--- config.mk ---
export PLATFORM = sky130hd
export DESIGN_NAME = gha_free_search
export DESIGN_NICKNAME = d
export VERILOG_FILES = /design/src/hdl/gha_pkg.sv /design/src/hdl/gha_free_search.sv
export SDC_FILE = /design/constraint.sdc
export NUM_CORES = 1
export LEC_CHECK = 0
export BUFFER_PORTS_ARGS = -buffer_cell sky130_fd_sc_hd__clkbuf_2
export CORE_MARGIN = 10
export CORE_UTILIZATION = 40
export DETAILED_ROUTE_END_ITERATION = 16
export GPL_TIMING_DRIVEN = 0
export PLACE_DENSITY = 0.68
export SETUP_SLACK_MARGIN = 0.15
export SYNTH_ARGS = -nofsm -noshare
export SYNTH_HDL_FRONTEND = slang
export SYNTH_SLANG_ARGS = --single-unit
export TNS_END_PERCENT = 10
--- constraint.sdc ---
create_clock -name vclk -period 2.12
set_input_delay 0.106 -clock vclk [all_inputs]
set_output_delay 0.106 -clock vclk [all_outputs]
set_load 0.02 [all_outputs]
--- src/hdl/gha_pkg.sv ---
// Shared types, constants and command/status codes of the handle allocator.
// No dependencies.
package gha_pkg;

    // Field widths of the command and result transfers.
    localparam int CMD_W = 2;
    localparam int STAT_W = 2;
    localparam int ID_W = 10;
    localparam int GEN_W = 32;

    // Default configuration of the slot table.
    localparam int SLOTS_DEF = 1024;
    localparam int GEN_BITS_DEF = 32;

    // The alive bitmap is scanned one word per cycle.
    localparam int WB = 32;
    localparam int BW = $clog2(WB);

    // Command codes.
    localparam logic [CMD_W-1:0] CMD_ALLOC = 2'd0;
    localparam logic [CMD_W-1:0] CMD_RELEASE = 2'd1;
    localparam logic [CMD_W-1:0] CMD_INSPECT = 2'd2;

    // Status codes.
    localparam logic [STAT_W-1:0] STAT_OK = 2'd0;
    localparam logic [STAT_W-1:0] STAT_LOCKED = 2'd1;
    localparam logic [STAT_W-1:0] STAT_NO_FREE = 2'd2;
    localparam logic [STAT_W-1:0] STAT_STALE = 2'd3;

    // One command transfer.
    typedef struct packed {
        logic [CMD_W-1:0] command;
        logic [ID_W-1:0]  range_low;
        logic [ID_W-1:0]  range_high;
        logic [ID_W-1:0]  handle_id;
        logic [GEN_W-1:0] handle_generation;
    } t_gha_req;

    // One result transfer.
    typedef struct packed {
        logic [STAT_W-1:0] status;
        logic [ID_W-1:0]   slot_id;
        logic [GEN_W-1:0]  generation;
        logic              alive;
        logic [ID_W-1:0]   highest_slot_used;
    } t_gha_rsp;

    // Outcome of searching one bitmap word for a free slot.
    typedef struct packed {
        logic          found;
        logic [BW-1:0] bit_idx;
    } t_gha_hit;

endpackage

--- src/hdl/gha_free_search.sv ---
// Free-slot search over one word of the alive bitmap: masks the range ends and
// returns the lowest clear bit. Depends on gha_pkg.
module gha_free_search
    import gha_pkg::*;
(
    input  logic [WB-1:0] i_word,
    input  logic          i_first,
    input  logic          i_last,
    input  logic [BW-1:0] i_lo_bit,
    input  logic [BW-1:0] i_hi_bit,
    output t_gha_hit      o_hit
);

    localparam logic [BW-1:0] TOP_BIT = BW'(WB - 1);

    logic [WB-1:0] lo_mask;
    logic [WB-1:0] hi_mask;
    logic [WB-1:0] free_bits;

    // Only the first and last words of the range are trimmed.
    assign lo_mask = i_first ? ({WB{1'b1}} << i_lo_bit) : {WB{1'b1}};
    assign hi_mask = i_last ? ({WB{1'b1}} >> (TOP_BIT - i_hi_bit)) : {WB{1'b1}};
    assign free_bits = ~i_word & lo_mask & hi_mask;

    // Lowest set bit wins.
    always_comb begin
        o_hit.found = |free_bits;
        o_hit.bit_idx = '0;
        for (int b = WB - 1; b >= 0; b--) begin
            if (free_bits[b]) begin
                o_hit.bit_idx = BW'(b);
            end
        end
    end

endmodule

==> impl_results.md <==
- Status: finished, final reports clean
- Fin crit share: 95.7%
- Detailed placement HPWL: 4220 um
- Starting Density: 41.9%
- Die Width: 76.8 um
- Largest net degree at the start of global routing: 11
- CP Launch Point: i_lo_bit[0]
- DR DRC count: 0
- Yosys cell types: 55
- Final min period: 2.03 ns
- Max-slew violation count: 0
- Die ar.: 0.00589 mm^2
- Final hold vios: 0
- Busiest grt layer: met2
- Avg Inst Size Synth: 6.26 um^2
- CP Data Arrival Time: 1.92 ns
- Max VDD drop: 0.000118 V
- Pwr/cell area: 241 mW/mm^2
- Port Buffer Count: 46
- Grt met1 use: 21.0%
- Initial antenna violation count: 0
- Area of the multi-input gates: 0.00134 mm^2
- Least-Margin Pin Slew: 0.392 ns
- Diodes inserted: 0
- Synthesized area: 0.00129 mm^2
- Synth warnings: 0
- Post-Syn Nets: 250
- Most common cell after layout, fill and taps aside: clkbuf_2
- Drt pass-1 iters: 4
- Clock power share: 0%
- Drt wl/cell: 18.2 um
- CP Capture Type: output port
- Filler Cell Count: 325
- Met2 Usage GRT: 27.0%
- Setup CP Type: in -> out
- GRT Overall Usage: 16.3%
- Seq Cell Count: 0
- Max transition margin: 73.9%
- Setup ws final: 0.0908 ns
- Reg power frac: 0%
- Global-route wire length before repair: 8450 um
- Via Count: 1851
- Grt met3 use: 2.68%
- Startpoint type of the worst setup path: input port
- Placer congestion estimate: 0.949
- Combinational group share of total power: 100.0%
- Die Height: 76.8 um
- CP required: 2.01 ns
- Share of cells above drive strength 1: 45.7%
- Gate Count Post-Synth: 206
- DRT iter0 DRCs: 131
- Hold crit path type: in -> out
- Row count: 20
- Vias in the first global route: 1811
- RSZ-0062 raised after global routing: yes
- FMAX: 493 MHz
- Post-synth top area share: 7.57%
- Register area share after synthesis: 0%
- Sw Share: 58.0%
- Total power after layout: 446 uW
- FF/Latch Area: 0 um^2
- Post-synth top area cell: nand2_1
- Critical Path End: o_hit[1]
- Placement Setup Slack: -0.0777 ns
- P_leak: 0.000762 uW
- Most frequent cells in the layout: 42 x clkbuf_2, 26 x nand2_1, 16 x nor2_1
- Maximum fanout along the worst path: 5
- IO Pins: 50
- Routed WL: 5450 um
- Final-layout clock buffer total: 0
- Post-route ant nets: 0
- Gr ovfl total: 0
- # Max-Cap Violations: 0
- Area contributors post-synth: nand2_1 7.6%, a221oi_1 6.8%, a21oi_1 5.8%
- Final setup violation count: 0
- Net Sw Power: 259 uW
- Post-layout net count: 302
- Internal: 188 uW
- Final hold slack: 0.708 ns
- Area growth syn-to-layout: 43.4%
- Core Footprint: 0.00308 mm^2
- Vias per cell: 6.17
## logic make-up (layout without fill, tap and decap cells)
family                 after synthesis  count (layout)  synth area share [%]
buffers and inverters               26              76                  11.8
AOI/OAI and AO/OA                   92              92                  54.0
and+or+nand+nor                     88              88                  34.2
## synthesized netlist by cell type (2+ instances only)
cell	n
nand2_1	26
nor2_1	19
a21oi_1	15
o21ai_0	15
buf_2	11
a221oi_1	10
nand3_1	9
a211oi_1	8
nor2b_1	8
inv_1	6
a31oi_1	5
buf_4	5
nor3_1	5
o21a_1	5
and2_1	4
o211ai_1	4
buf_6	3
a211o_1	2
a21o_1	2
a221o_1	2
and3_1	2
nand2b_1	2
nand4_1	2
o211a_1	2
o2bb2ai_1	2
or2_2	2
or4_1	2
## per-stage QoR
step           std cells   TNS, ns  cell area [um^2]  util [%]
2_1_floorplan        206         0              1290         -
3_3_place_gp         296   -0.0993              1570      51.1
3_5_place_dp         296    -0.141              1570      51.1
4_1_cts              300         0              1700      55.3
5_1_grt              300  -0.00237              1850      60.0
6_report             300         0              1850      60.0
## final cells by class
cell class	instances	share of cell area, %
inverter	6	1.22
tap	44	2.98
buffer	20	8.80
multi-input combinational	180	72.3
timing repair buffer	50	14.7
## worst max-delay path, stage by stage
cell and delay, ns:
buf_6 0.09, buf_6 0.11, and2_4 0.14, a221o_1 0.38, a21boi_2 0.17, o211a_1 0.24
o311ai_2 0.22, a311oi_1 0.15, o2bb2ai_1 0.15, buf_4 0.16
## what timing repair did
item / 4_1_cts / 5_1_grt
resized for setup: 23 / 47
buffers inserted: 4 / 0
pin swaps: 9 / 9
hold buffers: 0 / 0
setup endpoints to repair: 6 / 6
## power by group through the flow
stage / Clock (uW) / Sequential, uW / Combinational (uW)
after floorplan: 0 / 0 / 254
after global placement: 0 / 0 / 365
after detailed placement: 0 / 0 / 366
after CTS: 0 / 0 / 399
after global routing: 0 / 0 / 482
final: 0 / 0 / 446
## layer usage
layer  vias up  routed length (um)  share of wire [%]
met1       832                2320                 43
met2       111                2500                 46
li1        894                   -                  -
met4         0                 166                3.0
met3        14                 462                8.5
met5         -                   0                  0
## worst min-delay path by stage
stage          cells past startpoint      start  slack, ns  endpoint
4_1_cts                            5  i_word[1]       0.70  o_hit[0]
5_1_grt                            5  i_word[1]       0.77  o_hit[0]
6_report                           5  i_word[1]       0.71  o_hit[0]
3_3_place_gp                       5  i_word[1]       0.69  o_hit[0]
3_5_place_dp                       5  i_word[1]       0.68  o_hit[0]
2_1_floorplan                      3  i_word[1]       0.45  o_hit[0]
Power figures use the tool's default switching activity.
